## config.mk

```make
export PLATFORM = sky130hd
export DESIGN_NAME = joystick_cardinal_direction_lock
export DESIGN_NICKNAME = d
export VERILOG_FILES = /design/src/hw/rtl/jcdl_pkg.sv /design/src/hw/rtl/jcdl_div.sv /design/src/hw/rtl/jcdl_dir.sv /design/src/hw/rtl/joystick_cardinal_direction_lock.sv
export VERILOG_INCLUDE_DIRS = /design/src /design/src/hw/rtl
export SDC_FILE = /design/constraint.sdc
export NUM_CORES = 1
export LEC_CHECK = 0
export BUFFER_PORTS_ARGS = -buffer_cell sky130_fd_sc_hd__buf_2
export CORE_AREA = 2 2 292 322
export DETAILED_ROUTE_END_ITERATION = 8
export DIE_AREA = 0 0 294 324
export GPL_ROUTABILITY_DRIVEN = 0
export PLACE_DENSITY_LB_ADDON = 0.05
export SYNTH_ARGS = -nofsm -noshare
export SYNTH_HDL_FRONTEND = slang
export SYNTH_SLANG_ARGS = --single-unit
```

## constraint.sdc

```tcl
create_clock -name clk -period 12.6 [get_ports clk]
set_input_delay 3.78 -clock clk [delete_from_list [all_inputs] [get_ports clk]]
set_output_delay 3.78 -clock clk [all_outputs]
set_load 0.02 [all_outputs]
```

## src/hw/rtl/joystick_cardinal_direction_lock_assert.svh

```systemverilog
// ----------------------------------------------------------------------------
// Assertion macros for the joystick direction lock
// Implication checks on clk, disabled while rst_n is low.
// ----------------------------------------------------------------------------
`ifndef JOYSTICK_CARDINAL_DIRECTION_LOCK_ASSERT_SVH
`define JOYSTICK_CARDINAL_DIRECTION_LOCK_ASSERT_SVH

// same-cycle implication
`define JCDL_ASSERT_IMP(label, ante, cons) \
  label: assert property (@(posedge clk) disable iff (!rst_n) (ante) |-> (cons)) \
    else $error("%m: check failed");

// next-cycle implication
`define JCDL_ASSERT_NXT(label, ante, cons) \
  label: assert property (@(posedge clk) disable iff (!rst_n) (ante) |=> (cons)) \
    else $error("%m: check failed");

`endif

```

## src/hw/rtl/jcdl_pkg.sv

```systemverilog
// ----------------------------------------------------------------------------
// jcdl_pkg
// Shared widths, direction codes and interface types of the direction lock.
// ----------------------------------------------------------------------------
package jcdl_pkg;

  localparam int AXIS_BITS = 16;                 // stick sample width
  localparam int MAG_W     = AXIS_BITS - 1;      // magnitude / quotient width
  localparam int DZ_W      = 15;                 // deadzone register width
  localparam int CFG_W     = 16;                 // gain / release / margin width
  localparam int OUT_W     = 17;                 // velocity word width
  localparam int DIR_W     = 3;
  localparam int IDX_W     = 4;                  // config index width
  localparam int STEP_W    = $clog2(MAG_W);      // divider step counter
  localparam int CMP_W     = (MAG_W > CFG_W) ? MAG_W : CFG_W;
  localparam int SUM_W     = CMP_W + 1;
  localparam int DZC_W     = (MAG_W > DZ_W) ? MAG_W : DZ_W;

  localparam logic [MAG_W-1:0]     MAG_MAX   = {MAG_W{1'b1}};
  localparam logic [AXIS_BITS-1:0] FULL_CODE = {1'b1, {MAG_W{1'b0}}};

  // held direction codes
  localparam logic [DIR_W-1:0] DIR_NONE     = 3'd0;
  localparam logic [DIR_W-1:0] DIR_FORWARD  = 3'd1;
  localparam logic [DIR_W-1:0] DIR_BACKWARD = 3'd2;
  localparam logic [DIR_W-1:0] DIR_LEFT     = 3'd3;
  localparam logic [DIR_W-1:0] DIR_RIGHT    = 3'd4;

  // register indexes
  localparam logic [IDX_W-1:0] REG_ENABLE     = 4'd0;
  localparam logic [IDX_W-1:0] REG_DIR_DZ     = 4'd1;
  localparam logic [IDX_W-1:0] REG_RELEASE    = 4'd2;
  localparam logic [IDX_W-1:0] REG_MARGIN     = 4'd3;
  localparam logic [IDX_W-1:0] REG_FWD_SCALE  = 4'd4;
  localparam logic [IDX_W-1:0] REG_LAT_SCALE  = 4'd5;
  localparam logic [IDX_W-1:0] REG_YAW_DZ     = 4'd6;
  localparam logic [IDX_W-1:0] REG_YAW_SCALE  = 4'd7;

  typedef struct packed {
    logic                 start;
    logic [AXIS_BITS-1:0] rem;      // dividend excess, below divisor
    logic [AXIS_BITS-1:0] divisor;
  } div_req_t;

  typedef struct packed {
    logic             done;
    logic [MAG_W-1:0] quot;
  } div_rsp_t;

  typedef struct packed {
    logic [MAG_W-1:0] fm;
    logic [MAG_W-1:0] lm;
    logic             f_neg;
    logic             l_neg;
    logic [DIR_W-1:0] held;
    logic [CFG_W-1:0] rel;
    logic [CFG_W-1:0] margin;
  } dir_in_t;

endpackage

```

## src/hw/rtl/jcdl_div.sv

```systemverilog
// ----------------------------------------------------------------------------
// jcdl_div
// Restoring radix-2 divider, one quotient bit per cycle.
// ----------------------------------------------------------------------------
module jcdl_div (
  input  logic               clk,
  input  logic               rst_n,
  input  jcdl_pkg::div_req_t req,
  output jcdl_pkg::div_rsp_t rsp
);

  localparam logic [jcdl_pkg::STEP_W-1:0] LAST_STEP =
    jcdl_pkg::STEP_W'(jcdl_pkg::MAG_W - 1);

  logic                              busy_r;
  logic                              done_r;
  logic [jcdl_pkg::STEP_W-1:0]       cnt_r;
  logic [jcdl_pkg::AXIS_BITS-1:0]    rem_r;
  logic [jcdl_pkg::AXIS_BITS-1:0]    div_r;
  logic [jcdl_pkg::MAG_W-1:0]        quot_r;
  logic [jcdl_pkg::AXIS_BITS:0]      shifted;
  logic                              fits;

  assign shifted = {rem_r, 1'b0};
  assign fits    = shifted >= {1'b0, div_r};

  always_ff @(posedge clk) begin
    if (!rst_n) begin
      busy_r <= 1'b0;
      done_r <= 1'b0;
      cnt_r  <= '0;
    end else begin
      done_r <= 1'b0;
      if (req.start) begin
        busy_r <= 1'b1;
        cnt_r  <= '0;
      end else if (busy_r) begin
        cnt_r <= cnt_r + 1'b1;
        if (cnt_r == LAST_STEP) begin
          busy_r <= 1'b0;
          done_r <= 1'b1;
        end
      end
    end
  end

  always_ff @(posedge clk) begin
    if (req.start) begin
      rem_r  <= req.rem;
      div_r  <= req.divisor;
      quot_r <= '0;
    end else if (busy_r) begin
      if (fits) begin
        rem_r <= jcdl_pkg::AXIS_BITS'(shifted - {1'b0, div_r});
      end else begin
        rem_r <= shifted[jcdl_pkg::AXIS_BITS-1:0];
      end
      quot_r <= {quot_r[jcdl_pkg::MAG_W-2:0], fits};
    end
  end

  assign rsp.done = done_r;
  assign rsp.quot = quot_r;

endmodule

```

## src/hw/rtl/jcdl_dir.sv

```systemverilog
// ----------------------------------------------------------------------------
// jcdl_dir
// Held-direction decision with release and switch-margin hysteresis.
// ----------------------------------------------------------------------------
module jcdl_dir (
  input  jcdl_pkg::dir_in_t           din,
  output logic [jcdl_pkg::DIR_W-1:0]  dir
);

  logic [jcdl_pkg::MAG_W-1:0] mx;
  logic [jcdl_pkg::MAG_W-1:0] held_m;
  logic [jcdl_pkg::MAG_W-1:0] other_m;
  logic [jcdl_pkg::DIR_W-1:0] fdir;
  logic [jcdl_pkg::DIR_W-1:0] ldir;
  logic                       hold_fwd;
  logic                       released;
  logic                       give_way;

  always_comb begin
    mx       = (din.fm > din.lm) ? din.fm : din.lm;
    fdir     = din.f_neg ? jcdl_pkg::DIR_BACKWARD : jcdl_pkg::DIR_FORWARD;
    ldir     = din.l_neg ? jcdl_pkg::DIR_RIGHT : jcdl_pkg::DIR_LEFT;
    hold_fwd = (din.held == jcdl_pkg::DIR_FORWARD) ||
               (din.held == jcdl_pkg::DIR_BACKWARD);
    held_m   = hold_fwd ? din.fm : din.lm;
    other_m  = hold_fwd ? din.lm : din.fm;
    released = jcdl_pkg::CMP_W'(mx) <= jcdl_pkg::CMP_W'(din.rel);
    // other axis takes over when the held one drops out or is beaten by margin
    give_way = (jcdl_pkg::CMP_W'(held_m) <= jcdl_pkg::CMP_W'(din.rel)) ||
               (jcdl_pkg::SUM_W'(other_m) >
                jcdl_pkg::SUM_W'(held_m) + jcdl_pkg::SUM_W'(din.margin));

    if (released) begin
      dir = jcdl_pkg::DIR_NONE;
    end else if (din.held == jcdl_pkg::DIR_NONE) begin
      dir = (din.fm >= din.lm) ? fdir : ldir;   // tie goes to the forward axis
    end else if (give_way) begin
      dir = hold_fwd ? ldir : fdir;
    end else begin
      dir = hold_fwd ? fdir : ldir;
    end
  end

endmodule

```

## src/hw/rtl/joystick_cardinal_direction_lock.sv

```systemverilog
// ----------------------------------------------------------------------------
// joystick_cardinal_direction_lock
// Joystick deadzone, rescale, gain and single-axis direction lock.
// ----------------------------------------------------------------------------
// Usage:
//  - Input channel (in_valid / in_stall) takes one stick sample word: left x,
//    left y and right x. in_stall is high while a sample is being worked on.
//  - Result channel (out_valid / out_stall) gives forward, lateral and yaw
//    velocity plus the held direction. One result word per sample while
//    enable is set; with enable clear a sample is taken and dropped.
//  - Config channel (cfg_valid / cfg_ready, cfg_index, cfg_data) is always
//    ready; write it only while the block is idle.
//  - Each axis is rescaled by one shared restoring divider, one quotient bit
//    per cycle, then one 15x16 multiply. An axis inside its deadzone skips
//    the divider.
//  - Each axis passes the load, divide (skipped in the deadzone), multiply
//    and sign states, then the output state loads the result. The next
//    sample is taken the cycle after the result is loaded.
//  - The result sits in an output register; a new sample may be accepted
//    while it waits. A finished sample waits in the final state until the
//    output register is free.
//  - Reset (rst_n low, synchronous) restores register defaults, clears the
//    held direction to none and drops any word in flight.
// ----------------------------------------------------------------------------
`include "joystick_cardinal_direction_lock_assert.svh"

module joystick_cardinal_direction_lock (
  input  logic                                 clk,
  input  logic                                 rst_n,
  // sample input
  input  logic                                 in_valid,
  output logic                                 in_stall,
  input  logic signed [jcdl_pkg::AXIS_BITS-1:0] in_left_x,
  input  logic signed [jcdl_pkg::AXIS_BITS-1:0] in_left_y,
  input  logic signed [jcdl_pkg::AXIS_BITS-1:0] in_right_x,
  // command output
  output logic                                 out_valid,
  input  logic                                 out_stall,
  output logic signed [jcdl_pkg::OUT_W-1:0]    out_vel_forward,
  output logic signed [jcdl_pkg::OUT_W-1:0]    out_vel_lateral,
  output logic signed [jcdl_pkg::OUT_W-1:0]    out_vel_yaw,
  output logic        [jcdl_pkg::DIR_W-1:0]    out_held_direction,
  // register writes
  input  logic                                 cfg_valid,
  output logic                                 cfg_ready,
  input  logic        [jcdl_pkg::IDX_W-1:0]    cfg_index,
  input  logic        [jcdl_pkg::CFG_W-1:0]    cfg_data
);

  // sequencer states
  localparam logic [2:0] S_IDLE = 3'd0;
  localparam logic [2:0] S_LOAD = 3'd1;   // deadzone check, divider start
  localparam logic [2:0] S_DIV  = 3'd2;   // wait for quotient
  localparam logic [2:0] S_MUL  = 3'd3;   // gain multiply
  localparam logic [2:0] S_SGN  = 3'd4;   // restore sign, next axis
  localparam logic [2:0] S_OUT  = 3'd5;   // direction decision, load result

  // axis order through the shared unit
  localparam logic [1:0] AX_FWD = 2'd0;
  localparam logic [1:0] AX_LAT = 2'd1;
  localparam logic [1:0] AX_YAW = 2'd2;

  localparam int PROD_W = jcdl_pkg::MAG_W + jcdl_pkg::CFG_W;

  // config registers
  logic                        enable_r;
  logic [jcdl_pkg::DZ_W-1:0]   dir_dz_r;
  logic [jcdl_pkg::CFG_W-1:0]  release_r;
  logic [jcdl_pkg::CFG_W-1:0]  margin_r;
  logic [jcdl_pkg::CFG_W-1:0]  fwd_scale_r;
  logic [jcdl_pkg::CFG_W-1:0]  lat_scale_r;
  logic [jcdl_pkg::DZ_W-1:0]   yaw_dz_r;
  logic [jcdl_pkg::CFG_W-1:0]  yaw_scale_r;

  // sequencer and datapath
  logic [2:0]                      state_r, state_nxt;
  logic [1:0]                      axis_r;
  logic [jcdl_pkg::AXIS_BITS-1:0]  ax_r [3];
  logic [jcdl_pkg::MAG_W-1:0]      n_r;
  logic                            neg_cur_r;
  logic [jcdl_pkg::CFG_W-1:0]      p_r;
  logic [jcdl_pkg::MAG_W-1:0]      mag_r [2];
  logic                            sgn_r [2];
  logic [jcdl_pkg::OUT_W-1:0]      vel_r [3];
  logic [jcdl_pkg::DIR_W-1:0]      held_r;

  // output register
  logic                            out_valid_r;
  logic [jcdl_pkg::OUT_W-1:0]      out_fwd_r;
  logic [jcdl_pkg::OUT_W-1:0]      out_lat_r;
  logic [jcdl_pkg::OUT_W-1:0]      out_yaw_r;
  logic [jcdl_pkg::DIR_W-1:0]      out_dir_r;

  // load-state combinational terms
  logic [jcdl_pkg::AXIS_BITS-1:0]  x_cur;
  logic                            x_min;
  logic [jcdl_pkg::MAG_W-1:0]      mag_cur;
  logic                            neg_v;
  logic [jcdl_pkg::DZ_W-1:0]       dz_raw;
  logic [jcdl_pkg::MAG_W-1:0]      dz_eff;
  logic                            in_dz;
  logic [jcdl_pkg::CFG_W-1:0]      gain_cur;
  logic [PROD_W-1:0]               prod;
  logic [jcdl_pkg::OUT_W-1:0]      p_ext;
  logic                            in_acc;
  logic                            out_free;

  jcdl_pkg::div_req_t               div_req;
  jcdl_pkg::div_rsp_t               div_rsp;
  jcdl_pkg::dir_in_t                dir_in;
  logic [jcdl_pkg::DIR_W-1:0]       dir_new;

  assign cfg_ready = 1'b1;
  assign in_stall  = (state_r != S_IDLE);
  assign in_acc    = in_valid && !in_stall;
  assign out_free  = !out_valid_r || !out_stall;

  // ---------------------------------------------------------------- config
  always_ff @(posedge clk) begin
    if (!rst_n) begin
      enable_r    <= 1'b0;
      dir_dz_r    <= '0;
      release_r   <= '0;
      margin_r    <= '0;
      fwd_scale_r <= jcdl_pkg::CFG_W'(4096);
      lat_scale_r <= jcdl_pkg::CFG_W'(4096);
      yaw_dz_r    <= '0;
      yaw_scale_r <= jcdl_pkg::CFG_W'(4096);
    end else if (cfg_valid && cfg_ready) begin
      unique case (cfg_index)
        jcdl_pkg::REG_ENABLE:    enable_r    <= cfg_data[0];
        jcdl_pkg::REG_DIR_DZ:    dir_dz_r    <= cfg_data[jcdl_pkg::DZ_W-1:0];
        jcdl_pkg::REG_RELEASE:   release_r   <= cfg_data;
        jcdl_pkg::REG_MARGIN:    margin_r    <= cfg_data;
        jcdl_pkg::REG_FWD_SCALE: fwd_scale_r <= cfg_data;
        jcdl_pkg::REG_LAT_SCALE: lat_scale_r <= cfg_data;
        jcdl_pkg::REG_YAW_DZ:    yaw_dz_r    <= cfg_data[jcdl_pkg::DZ_W-1:0];
        jcdl_pkg::REG_YAW_SCALE: yaw_scale_r <= cfg_data;
        default: ;                          // unmapped index, ignored
      endcase
    end
  end

  // ------------------------------------------------------- axis front end
  // v = -x with the most negative code saturating; |v| and sign of v
  always_comb begin
    x_cur   = ax_r[axis_r];
    x_min   = (x_cur == jcdl_pkg::FULL_CODE);
    mag_cur = x_min ? jcdl_pkg::MAG_MAX
                    : (x_cur[jcdl_pkg::AXIS_BITS-1]
                       ? jcdl_pkg::MAG_W'(~x_cur + 1'b1)
                       : x_cur[jcdl_pkg::MAG_W-1:0]);
    neg_v   = !x_cur[jcdl_pkg::AXIS_BITS-1] && (x_cur != '0);
    dz_raw  = (axis_r == AX_YAW) ? yaw_dz_r : dir_dz_r;
    // deadzone above full travel saturates, so the divisor stays nonzero
    dz_eff  = (jcdl_pkg::DZC_W'(dz_raw) > jcdl_pkg::DZC_W'(jcdl_pkg::MAG_MAX))
              ? jcdl_pkg::MAG_MAX : jcdl_pkg::MAG_W'(dz_raw);
    in_dz   = (mag_cur <= dz_eff);
  end

  // (|v|-dz) * FULL / (FULL-dz): the divider shifts in MAG_W zero bits
  always_comb begin
    div_req.start   = (state_r == S_LOAD) && !in_dz;
    div_req.rem     = jcdl_pkg::AXIS_BITS'(mag_cur - dz_eff);
    div_req.divisor = jcdl_pkg::FULL_CODE - jcdl_pkg::AXIS_BITS'(dz_eff);
  end

  jcdl_div u_div (
    .clk   (clk),
    .rst_n (rst_n),
    .req   (div_req),
    .rsp   (div_rsp)
  );

  always_comb begin
    case (axis_r)
      AX_FWD:  gain_cur = fwd_scale_r;
      AX_LAT:  gain_cur = lat_scale_r;
      default: gain_cur = yaw_scale_r;
    endcase
    prod  = PROD_W'(n_r) * PROD_W'(gain_cur);
    p_ext = jcdl_pkg::OUT_W'(p_r);
  end

  // ------------------------------------------------------ direction logic
  always_comb begin
    dir_in.fm     = mag_r[0];
    dir_in.lm     = mag_r[1];
    dir_in.f_neg  = sgn_r[0];
    dir_in.l_neg  = sgn_r[1];
    dir_in.held   = held_r;
    dir_in.rel    = release_r;
    dir_in.margin = margin_r;
  end

  jcdl_dir u_dir (
    .din (dir_in),
    .dir (dir_new)
  );

  // ------------------------------------------------------------ sequencer
  always_comb begin
    state_nxt = state_r;
    unique case (state_r)
      S_IDLE: if (in_acc && enable_r) state_nxt = S_LOAD;
      S_LOAD: state_nxt = in_dz ? S_MUL : S_DIV;
      S_DIV:  if (div_rsp.done) state_nxt = S_MUL;
      S_MUL:  state_nxt = S_SGN;
      S_SGN:  state_nxt = (axis_r == AX_YAW) ? S_OUT : S_LOAD;
      S_OUT:  if (out_free) state_nxt = S_IDLE;
      default: state_nxt = S_IDLE;
    endcase
  end

  always_ff @(posedge clk) begin
    if (!rst_n) begin
      state_r <= S_IDLE;
      axis_r  <= AX_FWD;
      held_r  <= jcdl_pkg::DIR_NONE;
    end else begin
      state_r <= state_nxt;
      if (state_r == S_IDLE) begin
        axis_r <= AX_FWD;
      end else if (state_r == S_SGN && axis_r != AX_YAW) begin
        axis_r <= axis_r + 1'b1;
      end
      if (state_r == S_OUT && out_free) begin
        held_r <= dir_new;
      end
    end
  end

  // datapath registers
  always_ff @(posedge clk) begin
    if (in_acc) begin
      ax_r[AX_FWD] <= in_left_y;
      ax_r[AX_LAT] <= in_left_x;
      ax_r[AX_YAW] <= in_right_x;
    end
    if (state_r == S_LOAD) begin
      neg_cur_r <= neg_v;
      if (in_dz) begin
        n_r <= '0;
      end
    end
    if (state_r == S_DIV && div_rsp.done) begin
      n_r <= div_rsp.quot;
    end
    if (state_r == S_MUL) begin
      p_r <= prod[PROD_W-1:jcdl_pkg::MAG_W];
    end
    if (state_r == S_SGN) begin
      // a zero result counts as positive
      vel_r[axis_r] <= (neg_cur_r && (n_r != '0)) ? -p_ext : p_ext;
      if (axis_r != AX_YAW) begin
        mag_r[axis_r[0]] <= n_r;
        sgn_r[axis_r[0]] <= neg_cur_r && (n_r != '0);
      end
    end
  end

  // ------------------------------------------------------- output register
  always_ff @(posedge clk) begin
    if (!rst_n) begin
      out_valid_r <= 1'b0;
    end else if (state_r == S_OUT && out_free) begin
      out_valid_r <= 1'b1;
    end else if (!out_stall) begin
      out_valid_r <= 1'b0;
    end
  end

  always_ff @(posedge clk) begin
    if (state_r == S_OUT && out_free) begin
      out_fwd_r <= (dir_new == jcdl_pkg::DIR_FORWARD ||
                    dir_new == jcdl_pkg::DIR_BACKWARD) ? vel_r[AX_FWD] : '0;
      out_lat_r <= (dir_new == jcdl_pkg::DIR_LEFT ||
                    dir_new == jcdl_pkg::DIR_RIGHT) ? vel_r[AX_LAT] : '0;
      out_yaw_r <= vel_r[AX_YAW];
      out_dir_r <= dir_new;
    end
  end

  assign out_valid          = out_valid_r;
  assign out_vel_forward    = out_fwd_r;
  assign out_vel_lateral    = out_lat_r;
  assign out_vel_yaw        = out_yaw_r;
  assign out_held_direction = out_dir_r;

  // ------------------------------------------------------------ assertions
  `JCDL_ASSERT_IMP(a_fwd_only_when_held,
    out_valid_r && out_dir_r != jcdl_pkg::DIR_FORWARD && out_dir_r != jcdl_pkg::DIR_BACKWARD,
    out_fwd_r == '0)
  `JCDL_ASSERT_IMP(a_lat_only_when_held,
    out_valid_r && out_dir_r != jcdl_pkg::DIR_LEFT && out_dir_r != jcdl_pkg::DIR_RIGHT,
    out_lat_r == '0)
  `JCDL_ASSERT_IMP(a_held_moves_with_result,
    held_r != $past(held_r),
    out_valid_r && out_dir_r == held_r)
  `JCDL_ASSERT_IMP(a_div_done_in_wait, div_rsp.done, state_r == S_DIV)
  `JCDL_ASSERT_NXT(a_enabled_accept_starts, in_acc && enable_r, state_r == S_LOAD)

endmodule

```

; After elaboration in Yosys (flattened, before gate mapping)
; Memories as Yosys holds them, arrays and structs flattened. A register that Yosys moved wholly into a read port is not among the register bits.
; Index checks and enable logic that the tools add are counted.
[totals]
mem_bits_rw = 131
register_bits = 208
mem_count = 4
output_inout_bits = 57
[mem_list]
columns = name, depth, word_bits, read_ports, rd_clocked_by_memory_dff, write_ports, line_no
row1 = vel_r, 3, 17, 3, 3, 1, joystick_cardinal_direction_lock.sv:84  ; logic [jcdl_pkg::OUT_W-1:0] vel_r [3];
row2 = ax_r, 3, 16, 1, 1, 3, joystick_cardinal_direction_lock.sv:78  ; logic [jcdl_pkg::AXIS_BITS-1:0] ax_r [3];
row3 = mag_r, 2, 15, 2, 0, 1, joystick_cardinal_direction_lock.sv:82  ; logic [jcdl_pkg::MAG_W-1:0] mag_r [2];
row4 = sgn_r, 2, 1, 2, 0, 1, joystick_cardinal_direction_lock.sv:83  ; logic sgn_r [2];
[classes]
addsub = 8
reduce_logical = 43
order_cmp = 8
n_eq_ne = 27
muxes = 44
n_bitwise = 3
n_mul = 1
[ops]
columns = cell, count
row1 = $mux 15, 10
row2 = $mux 16, 3
row3 = $mux 3, 11
row4 = $le 15x16->1, 2
row5 = $pmux 16 s2, 1
row6 = $mul 15x16->31, 1
row7 = $pmux 3 s6, 1
row8 = $reduce_and 2->1, 9
row9 = $add 15x16->17, 1
row10 = $ge 17x16->1, 1
row11 = $gt 15x17->1, 1
row12 = $mux 17, 1
row13 = $neg 16->17, 1
row14 = $eq 16x16->1 const B, 1
row15 = $eq 4x3->1 const B, 4
row16 = $reduce_bool 16->1, 1
row17 = $sub 15x15->16, 1
row18 = $sub 16x15->16 const A, 1
row19 = $sub 16x16->16, 1
row20 = $add 15x1->15 const B, 1
row21 = $eq 3x2->1 const B, 5
row22 = $ge 15x15->1, 1
row23 = $gt 15x15->1, 1
row24 = $gt 15x15->1 const B, 1
row25 = 28 further kinds, 73

; Depth between registers and ports, before layout
; Gate-level depths: netlist of run 1.
[logic_depth]
depth_word = 12
depth_mapped = 31

; Cells and area by module
; From an unflattened synthesis of run 1, not the netlist that was laid out.
[unflattened]
cells_unflattened = 2693
hier_area_um2 = 27264.9
[modules_own_cells]
columns = mod, area_per_inst_um2, cells_each, instances
row1 = joystick_cardinal_direction_lock, 21485.6, 2010, 1
row2 = jcdl_div, 3091.7, 311, 1
row3 = jcdl_dir, 2687.6, 372, 1

; Worst setup path before layout of run 1
; Ideal clock, no wire load.
[synth_timing]
path_type = reg-to-reg
startpoint = reg axis_r[0]
endpoint = reg p_r[15] in the netlist's numbering, data pin
arrival_time_ps = 6942
path_buffers = 3
period_less_slack_ps = 7202
setup_slack_ps = 5398
path_stages_with_launch = 27
cell_sequence = dfxtp_1 -> inv_1 -> ha_1 -> clkbuf_1 -> nor2_1 -> clkbuf_1 -> nand2_1 -> nand2_1 -> clkbuf_1 -> and2_1 -> fa_1 -> fa_1 -> fa_1 -> fa_1 -> fa_1 -> inv_1 -> fa_1 -> inv_1 -> ha_1 -> a21o_1 -> a21oi_1 -> o21ai_0 -> o31ai_1 -> a41oi_1 -> o41ai_1 -> o21ba_2 -> xnor2_1
[synth_between]
elab_chain_cells = 3
word_cells_on_any_way = 4
[synth_rtl]
columns = item, line_no
row1 = from (decl), joystick_cardinal_direction_lock.sv:77  ; logic [1:0] axis_r;
row2 = from (signal assigned), joystick_cardinal_direction_lock.sv:225  ; axis_r <= axis_r + 1'b1;
row3 = $eq 2x1->1 / $logic_not 2->1 (equally long branches), joystick_cardinal_direction_lock.sv:176  ; case (axis_r)
row4 = $pmux 16 s2 (*), joystick_cardinal_direction_lock.sv:176
row5 = $mul 15x16->31 (*), joystick_cardinal_direction_lock.sv:181  ; prod = PROD_W'(n_r) * PROD_W'(gain_cur);
row6 = via prod[30], joystick_cardinal_direction_lock.sv:103  ; logic [PROD_W-1:0] prod;
row7 = to (signal assigned), joystick_cardinal_direction_lock.sv:250  ; p_r <= prod[PROD_W-1:jcdl_pkg::MAG_W];
row8 = to (decl), joystick_cardinal_direction_lock.sv:81  ; logic [jcdl_pkg::CFG_W-1:0] p_r;
; The timed path passes the listed nets; every way through them passes the cells marked *.
; A chain may end at the register's enable or synchronous reset.

; Final worst setup path of run 1
; Same ends and word-level chain as after synthesis.

==> impl_summary.log, run 1 <==
[metrics] most used standard cell by instance count after synthesis: sky130_fd_sc_hd__nand2_1
[metrics] proportion of synthesized chip area in sequential cells: 37.8%
[metrics] count of vias placed by the detailed router: 18900
[metrics] Pint: 2.48 mW
[metrics] switching share of power: 28.4%
[metrics] Post-synth EDFFs: 249
[metrics] Avg Cell Area, Syn: 10.2 sq um
[metrics] DRT iter0 DRCs: 764
[metrics] part of the total power dissipated in combinational logic: 18.8%
[metrics] Critical Setup Path Class: flip-flop to flip-flop
[metrics] biggest area consumer among synthesized cells: sky130_fd_sc_hd__edfxtp_1
[metrics] Filler cells: 9288
[metrics] register bit count reported by yosys: 392
[metrics] synth warn: 0
[metrics] clock latency reported for the late side of the worst-skew pair: 610 ps
[metrics] number of CTS-inserted buffers: 48
[metrics] Post-CTS Hold Buffers: 0
[metrics] status: finished clean
[metrics] crit path time final: 8340 ps
[metrics] top achievable clock speed: 120 MHz
[metrics] startpoint class of the critical path: flip-flop
[metrics] data arrival time of the critical path: 8680 ps
[metrics] number of max-slew violations in the final report: 0
[metrics] share of the synthesized area in the top cell type: 27.3%
[metrics] required time of the critical path: 12940 ps
[metrics] initial antenna violation count: 0
[metrics] worst ir drop on vdd: 0.0892 mV
[metrics] synthesized area: 27400 sq um
[metrics] total die area: 95300 sq um
[metrics] HPWL reported at the end of detailed placement: 58.7 mm
[metrics] Post-Route Setup TNS: 0 ps
[metrics] type of the tightest min-delay check: flip-flop to flip-flop
[metrics] pwr/cell area: 113 nW/um^2
[metrics] most area-consuming cells after synthesis: sky130_fd_sc_hd__edfxtp_1 (27%), sky130_fd_sc_hd__fa_1 (13%), sky130_fd_sc_hd__dfxtp_1 (10%)
[metrics] crit share post-route: 66.2%
[metrics] Initial Util: 29.7%
[metrics] clock buffer depth: 3
[metrics] Crit Path Max Fanout: 18
[metrics] max capacitance violation total: 0
[metrics] Core ar.: 92100 sq um
[metrics] Clk pin slew, worst setup/hold paths: 60 ps
[metrics] top cells by count, synth: sky130_fd_sc_hd__nand2_1 (356), sky130_fd_sc_hd__inv_1 (297), sky130_fd_sc_hd__edfxtp_1 (249)
[metrics] count of boundary I/O pins: 130
[metrics] most frequently used flop master after synthesis: sky130_fd_sc_hd__edfxtp_1
[metrics] net switching power figure: 0.986 mW
[metrics] DRC: 0
[metrics] Placed Cells: 3929
[metrics] Area growth, synth to finish: 12.6%
[metrics] proportion of layout cells with a drive suffix above 1: 10.5%
[metrics] global-route wire length before repair: 119 mm
[metrics] clock tree sinks: 392
[metrics] sum of overflow across all layers after global routing: 0
[metrics] First-pass DRT Iterations: 5
[metrics] number of global-route vias before repair: 19800
[metrics] maximum level of the CTS H-tree: 2
[metrics] Routed Antenna Nets: 0
[metrics] Pleak: 12.8 nW
[metrics] hold violation count in the final report: 0
[metrics] pin count of the biggest net entering global routing: 102
[metrics] ys async rst share: 0%
[metrics] PortBufs: 128
[metrics] final standard cell count with taps included and fillers excluded: 4016
[metrics] n_diodes: 0
[metrics] slew at the pin closest to its max-slew limit: 1230 ps
[metrics] capturing element type of the critical path: flip-flop
[metrics] Storage cell area: 10300 sq um
[metrics] tightest slew margin relative to the limit: 17.6%
[metrics] minimum hold slack: 420 ps
[metrics] post-detailed-route wirelength per cell: 19.1 microns
[metrics] Core Rows: 117
[metrics] part of the total power dissipated in sequential elements: 42.7%
[metrics] CTS resizes: 0
[metrics] number of vias per cell after detailed routing: 4.70
[metrics] Synth cell types: 86
[metrics] CTS root buf: sky130_fd_sc_hd__clkbuf_16
[metrics] Clock Power Share: 38.5%
[metrics] final clock skew: 30.0 ps
[metrics] area of combinational cells with multiple inputs: 15500 sq um
[metrics] clock tree from TritonCTS: yes
[metrics] total number of nets in the final design: 3252
[metrics] number of buffers added for setup after CTS: 0
[metrics] net count after synthesis: 3153
[metrics] global-route usage over all layers: 16.3%
[metrics] Setup Viol. Count Final: 0
[metrics] synthesized netlist cell count: 2690
[metrics] die span in y: 324 microns
[metrics] final wirelength: 76.6 mm
[metrics] unrepaired setup endpoints after global routing: no
[metrics] Horiz. Die Dim: 294 microns
routing by layer:
metal / up-vias / share of wire [%] / track usage (%)
li1: 9260 / - / -
met4: 0 / 2.5 / 4.48
met5: - / 0 / 0
met1: 9198 / 45 / 21.0
met3: 103 / 3.0 / 1.94
met2: 307 / 49 / 28.9
final cells by class:
cell class	count	share of cell area, %
Multi-Input combinational cell	1892	50.4
Sequential cell	392	33.5
Tap cell	1190	4.83
Clock buffer	67	4.22
Inverter	297	3.62
Timing Repair Buffer	158	2.82
Clock inverter	20	0.625
cell usage in the layout (no fill, tap or decap), types with 7 or more instances in the layout:
cell / instances
sky130_fd_sc_hd__mux2_2: 25
sky130_fd_sc_hd__nor3b_1: 11
sky130_fd_sc_hd__nand2_1: 356
sky130_fd_sc_hd__a211oi_1: 21
sky130_fd_sc_hd__mux2i_1: 98
sky130_fd_sc_hd__o21ai_0: 81
sky130_fd_sc_hd__nor2b_1: 65
sky130_fd_sc_hd__a31oi_1: 10
sky130_fd_sc_hd__a21o_1: 27
sky130_fd_sc_hd__a21boi_0: 69
sky130_fd_sc_hd__o21a_1: 20
sky130_fd_sc_hd__o31ai_1: 11
sky130_fd_sc_hd__and4_1: 8
sky130_fd_sc_hd__xnor2_1: 61
sky130_fd_sc_hd__nor2b_2: 10
sky130_fd_sc_hd__and3_1: 9
sky130_fd_sc_hd__nor4_1: 8
sky130_fd_sc_hd__clkbuf_1: 16
sky130_fd_sc_hd__nor3_1: 35
sky130_fd_sc_hd__inv_1: 297
sky130_fd_sc_hd__a22oi_1: 16
sky130_fd_sc_hd__nor2_1: 105
sky130_fd_sc_hd__ha_1: 208
sky130_fd_sc_hd__a21oi_1: 82
sky130_fd_sc_hd__dfxtp_1: 143
sky130_fd_sc_hd__buf_2: 127
sky130_fd_sc_hd__nand4_1: 14
sky130_fd_sc_hd__o41ai_1: 8
sky130_fd_sc_hd__and2b_2: 7
sky130_fd_sc_hd__xor2_1: 24
sky130_fd_sc_hd__nand3_1: 34
sky130_fd_sc_hd__buf_4: 31
sky130_fd_sc_hd__nand2b_1: 19
sky130_fd_sc_hd__fa_1: 182
sky130_fd_sc_hd__and2_1: 173
sky130_fd_sc_hd__clkbuf_16: 48
sky130_fd_sc_hd__edfxtp_1: 249
worst paths after layout:
kind	depth (start not counted)	to	startpoint	slack (ps)
setup / recovery	23	p_r[15]	axis_r[0]	4260
hold / removal	0	out_vel_yaw[10]	vel_r[2][10]	420
setup reg to reg	23	p_r[15]	axis_r[0]	4260
hold reg to reg	0	out_vel_yaw[10]	vel_r[2][10]	420
cell families (layout without fill, tap and decap cells):
logic type,Yosys count,count (layout),synth area share (%)
AND/OR/NAND/NOR,887,887,16.3
buffers and inverters,406,542,5.69
AO/OA/AOI/OAI,403,403,9.99
flip-flops,392,392,37.8
adder cells (fa/ha/maj),390,390,22.8
multiplexers,126,126,4.75
XOR/XNOR,85,85,2.72
other,1,1,0.0137
worst max-delay path, stage by stage (launching register included):
cell	delay, ps
sky130_fd_sc_hd__dfxtp_1	390
sky130_fd_sc_hd__inv_1	100
sky130_fd_sc_hd__ha_1	440
sky130_fd_sc_hd__nor2_1	850
sky130_fd_sc_hd__nand2_1	130
sky130_fd_sc_hd__nand2_1	500
sky130_fd_sc_hd__and2_1	240
sky130_fd_sc_hd__fa_1	450
sky130_fd_sc_hd__fa_1	540
sky130_fd_sc_hd__fa_1	560
sky130_fd_sc_hd__fa_1	520
sky130_fd_sc_hd__fa_1	540
sky130_fd_sc_hd__inv_1	50
sky130_fd_sc_hd__fa_1	530
sky130_fd_sc_hd__inv_1	40
sky130_fd_sc_hd__ha_1	360
sky130_fd_sc_hd__nand4_1	110
sky130_fd_sc_hd__nor3_1	360
sky130_fd_sc_hd__nand3_1	140
sky130_fd_sc_hd__a211o_1	300
sky130_fd_sc_hd__a41oi_1	410
sky130_fd_sc_hd__o41ai_1	170
sky130_fd_sc_hd__o21ba_2	230
sky130_fd_sc_hd__xnor2_1	110
state kept, by name (all words and copies together), names as in the netlist, 4 cells and up, named ones only:
signal           flops
out_vel_yaw         17
ax_r                48
mag_r               30
margin_r            16
u_div.div_r         16
lat_scale_r         16
yaw_scale_r         16
n_r                 15
release_r           16
out_vel_forward     17
fwd_scale_r         16
out_vel_lateral     17
yaw_dz_r            15
p_r                 16
u_div.quot_r        15
dir_dz_r            15
u_div.rem_r         16
u_div.cnt_r          4
vel_r               51
power by group through the flow:
stage               logic (mW)  clock network [mW]  registers (mW)
CTS                      0.666                1.39            1.48
floorplan                0.486                   0            1.49
global placement         0.659                   0            1.51
global route             0.744                1.43            1.49
finish                   0.653                1.34            1.48
detailed placement       0.659                   0            1.51
metrics by stage:
stage	instance area, sq um	util [%]	setup slack, ps	power [mW]
2_1_floorplan	27400	-	5400	1.98
4_1_cts	30800	33.5	4130	3.54
3_3_place_gp	29300	31.9	4330	2.17
3_5_place_dp	29300	31.9	4180	2.17
5_1_grt	30800	33.5	3620	3.67
6_report	30800	33.5	4260	3.47
Power figures use the tool's default switching activity.
==> run 2, diff against run 1 <==
Clock period 12.6 ns to 6.85 ns, I/O delays scaled along.
==> run 2 against run 1 <==
Global-route usage barely moved. Non-clock buffer count rose by 93. Highest routed layer unchanged. Count of clock-buffer cells in the layout rose by 1. Sequential share of layout area fell by 1.3 points. Via count rose by 1.7%.
==> impl_summary.log, run 2 (synthesized netlist as in run 1, its figures left out) <==
[metrics] status: finished clean
[metrics] most used cells in the layout excluding fill and tap cells: sky130_fd_sc_hd__nand2_1 (347), sky130_fd_sc_hd__inv_1 (280), sky130_fd_sc_hd__edfxtp_1 (249)
[metrics] unrepaired setup endpoints after global routing: yes
[metrics] top achievable clock speed: 152 MHz
[metrics] capturing element type of the critical path: flip-flop
[metrics] total cell area at the placement stage: 30100 sq um
[metrics] initial antenna violation count: 0
[metrics] number of CTS-inserted buffers: 48
[metrics] crit share post-route: 96.2%
[metrics] clock buffer depth: 3
[metrics] DRC: 0
[metrics] Initial Util: 29.7%
[metrics] Area growth, synth to finish: 17.3%
[metrics] count of boundary I/O pins: 130
[metrics] Core Rows: 117
[metrics] clock tree sinks: 392
[metrics] pwr/cell area: 206 nW/um^2
[metrics] PortBufs: 128
[metrics] CTS root buf: sky130_fd_sc_hd__clkbuf_16
[metrics] proportion of layout cells with a drive suffix above 1: 16.1%
[metrics] DRT iter0 DRCs: 785
[metrics] max FFs per register: 51
[metrics] part of the total power dissipated in combinational logic: 19.5%
[metrics] total die area: 95300 sq um
[metrics] pin count of the biggest net entering global routing: 76
[metrics] HPWL reported at the end of detailed placement: 59.8 mm
[metrics] Post-Route Setup TNS: 0 ps
[metrics] tightest slew margin relative to the limit: 14.9%
[metrics] final standard cell count with taps included and fillers excluded: 4112
[metrics] Placed Cells: 4013
[metrics] post-detailed-route wirelength per cell: 18.6 microns
[metrics] clock tree from TritonCTS: yes
[metrics] switching share of power: 28.1%
[metrics] final clock skew: 23.4 ps
[metrics] slew at the pin closest to its max-slew limit: 1270 ps
[metrics] Routed Antenna Nets: 0
[metrics] count of vias placed by the detailed router: 19200
[metrics] hold violation count in the final report: 0
[metrics] First-pass DRT Iterations: 5
[metrics] Critical Setup Path Class: flip-flop to flip-flop
[metrics] Biggest register: vel_r
[metrics] required time of the critical path: 7200 ps
[metrics] Core ar.: 92100 sq um
[metrics] final wirelength: 76.6 mm
[metrics] Clock Power Share: 39.5%
[metrics] Layout Cell Area excl Fill: 32100 sq um
[metrics] data arrival time of the critical path: 6940 ps
[metrics] die span in y: 324 microns
[metrics] startpoint class of the critical path: flip-flop
[metrics] worst ir drop on vdd: 0.160 mV
[metrics] maximum level of the CTS H-tree: 2
[metrics] most frequent standard cell in the layout excluding fill and tap cells: sky130_fd_sc_hd__nand2_1
[metrics] number of vias per cell after detailed routing: 4.66
[metrics] minimum hold slack: 411 ps
[metrics] sum of overflow across all layers after global routing: 0
[metrics] total number of nets in the final design: 3346
[metrics] number of global-route vias before repair: 20400
[metrics] Pint: 4.77 mW
[metrics] number of max-slew violations in the final report: 0
[metrics] part of the total power dissipated in sequential elements: 41.1%
[metrics] Setup Viol. Count Final: 0
[metrics] pre-CTS setup slack: -143 ps
[metrics] max capacitance violation total: 0
[metrics] Clk pin slew, worst setup/hold paths: 70 ps
[metrics] crit path time final: 6590 ps
[metrics] global-route usage over all layers: 16.3%
[metrics] global-route wire length before repair: 120 mm
[metrics] Horiz. Die Dim: 294 microns
[metrics] Pleak: 13.4 nW
[metrics] clock latency reported for the late side of the worst-skew pair: 610 ps
[metrics] Post-Route Utilization: 34.9%
[metrics] net switching power figure: 1.87 mW
[metrics] slack of the critical path: 260 ps
[metrics] Post-CTS Hold Buffers: 0
[metrics] total power: 6.63 mW
[metrics] type of the tightest min-delay check: flip-flop to flip-flop
[metrics] Crit Path Max Fanout: 7
run 2: cell count changes in the layout (fill, tap and decap cells not counted), moves of 6 or more:
cell	change
sky130_fd_sc_hd__nand2_1	-9
sky130_fd_sc_hd__a22oi_2	+8
sky130_fd_sc_hd__buf_6	+10
sky130_fd_sc_hd__inv_1	-17
sky130_fd_sc_hd__ha_1	-11
sky130_fd_sc_hd__inv_2	+16
sky130_fd_sc_hd__ha_4	+11
sky130_fd_sc_hd__buf_4	+77
sky130_fd_sc_hd__a22oi_1	-8
sky130_fd_sc_hd__nand2_2	+9
sky130_fd_sc_hd__clkbuf_1	-6
run 2: path summary, 6_finish.rpt:
| path | from | endpoint | slack (ps) | depth (start not counted) |
|---|---|---|---|---|
| worst max-delay path | axis_r[0] | p_r[15] | 260 | 26 |
| worst min-delay path | vel_r[2][9] | out_vel_yaw[9] | 410 | 0 |
| worst max register to register | axis_r[0] | p_r[15] | 260 | 26 |
| worst min register to register | vel_r[2][9] | out_vel_yaw[9] | 410 | 0 |
run 2: power by group through the flow:
| stage | logic (mW) | clock network [mW] | registers (mW) |
|---|---|---|---|
| 3_3_place_gp | 1.25 | 0 | 2.77 |
| 4_1_cts | 1.27 | 2.73 | 2.73 |
| 2_1_floorplan | 0.900 | 0 | 2.74 |
| 6_report | 1.29 | 2.62 | 2.73 |
| 5_1_grt | 1.47 | 2.80 | 2.74 |
| 3_5_place_dp | 1.25 | 0 | 2.78 |
run 2: repair_timing:
action,4_1_cts,5_1_grt
endpoints found under the setup margin,6,11
gates resized for setup,6,88
cloned,0,2
pin swaps,3,73
setup buffers,0,10
run 2: critical path: stages, from the launching register on:
cell                       delay (ps)
sky130_fd_sc_hd__dfxtp_4          380
sky130_fd_sc_hd__inv_4             50
sky130_fd_sc_hd__ha_4             190
sky130_fd_sc_hd__buf_12           140
sky130_fd_sc_hd__buf_4            140
sky130_fd_sc_hd__a22oi_2          170
sky130_fd_sc_hd__nand2_2          110
sky130_fd_sc_hd__buf_6            140
sky130_fd_sc_hd__and2_1           160
sky130_fd_sc_hd__fa_1             490
sky130_fd_sc_hd__inv_1             50
sky130_fd_sc_hd__fa_2             510
sky130_fd_sc_hd__inv_1             50
sky130_fd_sc_hd__fa_1             470
sky130_fd_sc_hd__fa_2             490
sky130_fd_sc_hd__fa_1             540
sky130_fd_sc_hd__inv_1             50
sky130_fd_sc_hd__fa_1             520
sky130_fd_sc_hd__inv_1             40
sky130_fd_sc_hd__ha_1             300
sky130_fd_sc_hd__buf_4            140
sky130_fd_sc_hd__a21o_1           140
sky130_fd_sc_hd__a21boi_1         280
sky130_fd_sc_hd__a41oi_4          190
sky130_fd_sc_hd__o41ai_4          320
sky130_fd_sc_hd__o21ba_2          210
sky130_fd_sc_hd__xnor2_2           60
run 2: layout make-up:
cell class              instances  area (sq um)
clock buffers                  68          1390
multi-input cells            1893         15900
diodes                          1          2.50
repair buffers                251          1680
inverters                     297          1120
clock inverters                20           221
well taps                    1190          1490
fillers                      9362         60000
flip-flops and latches        392         10300
run 2: routing by layer:
layer / vias up / part of all wire [%] / track usage [%]
met5: - / 0 / 0
met4: 0 / 2.2 / 3.99
met3: 91 / 2.9 / 2.03
met2: 253 / 50 / 29.9
met1: 9379 / 44 / 20.2
li1: 9457 / - / -
==> run 3, diff against run 2 <==
Settings changed: ABC_AREA set to 1, CORE_AREA 2 2 292 322 to 2 2 291 322, DIE_AREA 0 0 294 324 to 0 0 293 324.
==> run 3 against run 2 <==
Cell count increased by 9.5%. Worst setup slack gained 98 ps. Non-clock buffer count down 54. Via count increased by 8.7%. Design area fell by 3.0%. Global-route usage increased by 1.2 points. Synthesized cell count increased by 16%. Synthesized area decreased by 0.28%.
==> impl_summary.log, run 3 <==
[metrics] Post-CTS Hold Buffers: 0
[metrics] final wirelength: 80.7 mm
[metrics] die span in y: 324 microns
[metrics] biggest area consumer among synthesized cells: sky130_fd_sc_hd__edfxtp_1
[metrics] Biggest register: vel_r
[metrics] register bit count reported by yosys: 392
[metrics] synthesized netlist cell count: 3121
[metrics] clock buffer depth: 3
[metrics] worst hold endpoint: out_vel_yaw[0]
[metrics] required time of the critical path: 7210 ps
[metrics] initial antenna violation count: 1
[metrics] global-route wire length before repair: 128 mm
[metrics] status: finished clean
[metrics] number of vias per cell after detailed routing: 4.63
[metrics] sum of overflow across all layers after global routing: 0
[metrics] post-detailed-route wirelength per cell: 17.9 microns
[metrics] pwr/cell area: 200 nW/um^2
[metrics] number of CTS-inserted buffers: 47
[metrics] clock latency reported for the late side of the worst-skew pair: 610 ps
[metrics] Post-Route Setup TNS: 0 ps
[metrics] final clock skew: 25.0 ps
[metrics] Area growth, synth to finish: 14.1%
[metrics] DRT iter0 DRCs: 1194
[metrics] ys async rst share: 0%
[metrics] net count after synthesis: 3584
[metrics] Initial Util: 29.8%
[metrics] Crit Path Max Fanout: 16
[metrics] share of the synthesized area in the top cell type: 27.4%
[metrics] most area-consuming cells after synthesis: sky130_fd_sc_hd__edfxtp_1 (27%), sky130_fd_sc_hd__fa_1 (13%), sky130_fd_sc_hd__dfxtp_1 (10%)
[metrics] data arrival time of the critical path: 6850 ps
[metrics] startpoint of the most critical hold path: vel_r[2][0]
[metrics] hold violation count in the final report: 0
[metrics] Hold Path Cell Cnt: 0
[metrics] Core Rows: 117
[metrics] number of global-route vias before repair: 22000
[metrics] PortBufs: 128
[metrics] proportion of synthesized chip area in sequential cells: 37.9%
[metrics] total power: 6.25 mW
[metrics] number of max-slew violations in the final report: 0
[metrics] proportion of layout cells with a drive suffix above 1: 10.7%
[metrics] most used cells in the layout excluding fill and tap cells: sky130_fd_sc_hd__inv_1 (566), sky130_fd_sc_hd__nand2_1 (470), sky130_fd_sc_hd__nor2_1 (319)
[metrics] number of buffers added for setup after CTS: 0
[metrics] CTS resizes: 0
[metrics] First-pass DRT Iterations: 5
[metrics] Worst Reg2Reg Path Length in Cells: 27
[metrics] startpoint class of the critical path: flip-flop
[metrics] pin count of the biggest net entering global routing: 61
[metrics] unrepaired setup endpoints after global routing: no
[metrics] total die area: 94900 sq um
[metrics] Core ar.: 91800 sq um
[metrics] top cells by count, synth: sky130_fd_sc_hd__inv_1 (572), sky130_fd_sc_hd__nand2_1 (471), sky130_fd_sc_hd__nor2_1 (324)
[metrics] synthesized area: 27300 sq um
[metrics] Horiz. Die Dim: 293 microns
[metrics] Synth cell types: 63
[metrics] Critical Setup Path Class: flip-flop to flip-flop
[metrics] clock tree sinks: 392
[metrics] most frequently used flop master after synthesis: sky130_fd_sc_hd__edfxtp_1
[metrics] slew at the pin closest to its max-slew limit: 953 ps
[metrics] count of vias placed by the detailed router: 20900
[metrics] synth warn: 0
[metrics] global-route usage over all layers: 17.4%
[metrics] DRC: 0
[metrics] tightest slew margin relative to the limit: 36.5%
[metrics] capturing element type of the critical path: flip-flop
[metrics] type of the tightest min-delay check: flip-flop to flip-flop
[metrics] max capacitance violation total: 0
[metrics] worst ir drop on vdd: 0.168 mV
[metrics] Post-synth EDFFs: 249
[metrics] critical register-to-register path endpoint: p_r[3]
[metrics] Worst R2R Setup Slack: 360 ps
[metrics] Routed Antenna Nets: 0
[metrics] HPWL reported at the end of detailed placement: 65.0 mm
[metrics] Clk pin slew, worst setup/hold paths: 60 ps
[metrics] max FFs per register: 51
[metrics] total number of nets in the final design: 3740
[metrics] maximum level of the CTS H-tree: 2
[metrics] Setup Viol. Count Final: 0
[metrics] crit path time final: 6490 ps
[metrics] count of boundary I/O pins: 130
[metrics] most used standard cell by instance count after synthesis: sky130_fd_sc_hd__inv_1
[metrics] critical register-to-register path startpoint: axis_r[0]
[metrics] top achievable clock speed: 154 MHz
[metrics] n_diodes: 0
[metrics] crit share post-route: 94.8%
[metrics] Avg Cell Area, Syn: 8.75 sq um
[metrics] CTS root buf: sky130_fd_sc_hd__clkbuf_16
[metrics] most frequent standard cell in the layout excluding fill and tap cells: sky130_fd_sc_hd__inv_1
[metrics] Filler cells: 9518
[metrics] clock tree from TritonCTS: yes
[metrics] Pleak: 14.1 nW
[run 3: cell types whose count changed after synthesis, moves of 28 or more]
| cell | delta |
|---|---|
| sky130_fd_sc_hd__o21ai_0 | +164 |
| sky130_fd_sc_hd__nand2_1 | +115 |
| sky130_fd_sc_hd__and2_1 | -173 |
| sky130_fd_sc_hd__nor2_1 | +218 |
| sky130_fd_sc_hd__xor2_1 | +28 |
| sky130_fd_sc_hd__mux2i_1 | -97 |
| sky130_fd_sc_hd__a21boi_0 | -66 |
| sky130_fd_sc_hd__a21oi_1 | +156 |
| sky130_fd_sc_hd__xnor2_1 | -31 |
| sky130_fd_sc_hd__inv_1 | +275 |
| sky130_fd_sc_hd__nor2b_1 | -66 |
| sky130_fd_sc_hd__nand3_1 | +48 |
[run 3: cell type report]
type                            instances  area (sq um)  share of cell area, %
Sequential cell                       392         10300                   33.2
Tap cell                             1190          1490                   4.78
Clock buffer                           59          1240                   3.98
Timing Repair Buffer                  197          1180                   3.79
Inverter                              588          2230                   7.16
Clock inverter                         26           258                  0.827
Multi-Input combinational cell       2051         14400                   46.3
[run 3: how the worst max path moves through the flow]
stage / slack (ps) / cells past startpoint / from / to
6_report: 360 / 27 / axis_r[0] / p_r[3]
5_1_grt: 20 / 27 / axis_r[0] / p_r[9]
4_1_cts: 180 / 29 / axis_r[0] / p_r[13]
3_5_place_dp: 180 / 29 / axis_r[0] / p_r[13]
3_3_place_gp: 210 / 29 / axis_r[0] / p_r[13]
2_1_floorplan: 360 / 26 / axis_r[0] / p_r[11]
[run 3: per-layer routing]
metal / vias to the layer above / wire length [microns] / track usage, %
li1: 10400 / - / -
met1: 9941 / 35700 / 22.1
met2: 418 / 39800 / 31.2
met3: 93 / 3380 / 2.50
met4: 0 / 1750 / 4.31
met5: - / 0 / 0
[run 3: cells by family after synthesis]
group                    Yosys count  synth area share, %
AND/OR/NAND/NOR                  988                 15.3
buffers and inverters            678                 9.55
other                              1               0.0137
adder cells (fa/ha/maj)          390                 22.9
flip-flops                       392                 37.9
XOR/XNOR                          82                 2.63
AO/OA/AOI/OAI                    589                 11.7
multiplexers                       1               0.0367
[run 3: metrics by stage]
| step | util (%) | std cells | setup WS (ps) | area [sq um] | hold slack [ps] |
|---|---|---|---|---|---|
| global placement | 32.3 | 4418 | 207 | 29600 | 402 |
| finish | 34.0 | 4503 | 358 | 31200 | 419 |
| CTS | 33.9 | 4503 | 184 | 31100 | 420 |
| floorplan | - | 3121 | 356 | 27300 | 400 |
| global route | 34.0 | 4503 | 17.0 | 31200 | 425 |
| detailed placement | 32.3 | 4418 | 177 | 29600 | 405 |
[run 3: worst max-delay path: stages, from the launching register on]
cell	delay (ps)
sky130_fd_sc_hd__dfxtp_1	340
sky130_fd_sc_hd__inv_1	140
sky130_fd_sc_hd__ha_2	240
sky130_fd_sc_hd__nor2_2	50
sky130_fd_sc_hd__buf_6	140
sky130_fd_sc_hd__a21oi_1	160
sky130_fd_sc_hd__buf_4	220
sky130_fd_sc_hd__clkinvlp_4	170
sky130_fd_sc_hd__nand2_1	110
sky130_fd_sc_hd__fa_1	460
sky130_fd_sc_hd__fa_1	530
sky130_fd_sc_hd__fa_1	500
sky130_fd_sc_hd__inv_1	50
sky130_fd_sc_hd__fa_1	500
sky130_fd_sc_hd__fa_1	540
sky130_fd_sc_hd__inv_1	50
sky130_fd_sc_hd__fa_1	530
sky130_fd_sc_hd__inv_1	40
sky130_fd_sc_hd__ha_1	330
sky130_fd_sc_hd__a21oi_1	160
sky130_fd_sc_hd__inv_1	80
sky130_fd_sc_hd__a31oi_1	280
sky130_fd_sc_hd__o21ai_0	190
sky130_fd_sc_hd__a21o_1	210
sky130_fd_sc_hd__nand2_1	80
sky130_fd_sc_hd__nand2_1	50
sky130_fd_sc_hd__nand2_1	60
sky130_fd_sc_hd__nand2_1	40
[run 3: where the power goes]
part / internal [mW] / total (mW) / switching (mW) / leakage, nW
clock: 1.41 / 2.47 / 1.06 / 0.731
sequential: 2.69 / 2.75 / 0.0640 / 3.48
combinational: 0.365 / 1.03 / 0.660 / 9.89
total: 4.46 / 6.25 / 1.79 / 14.1
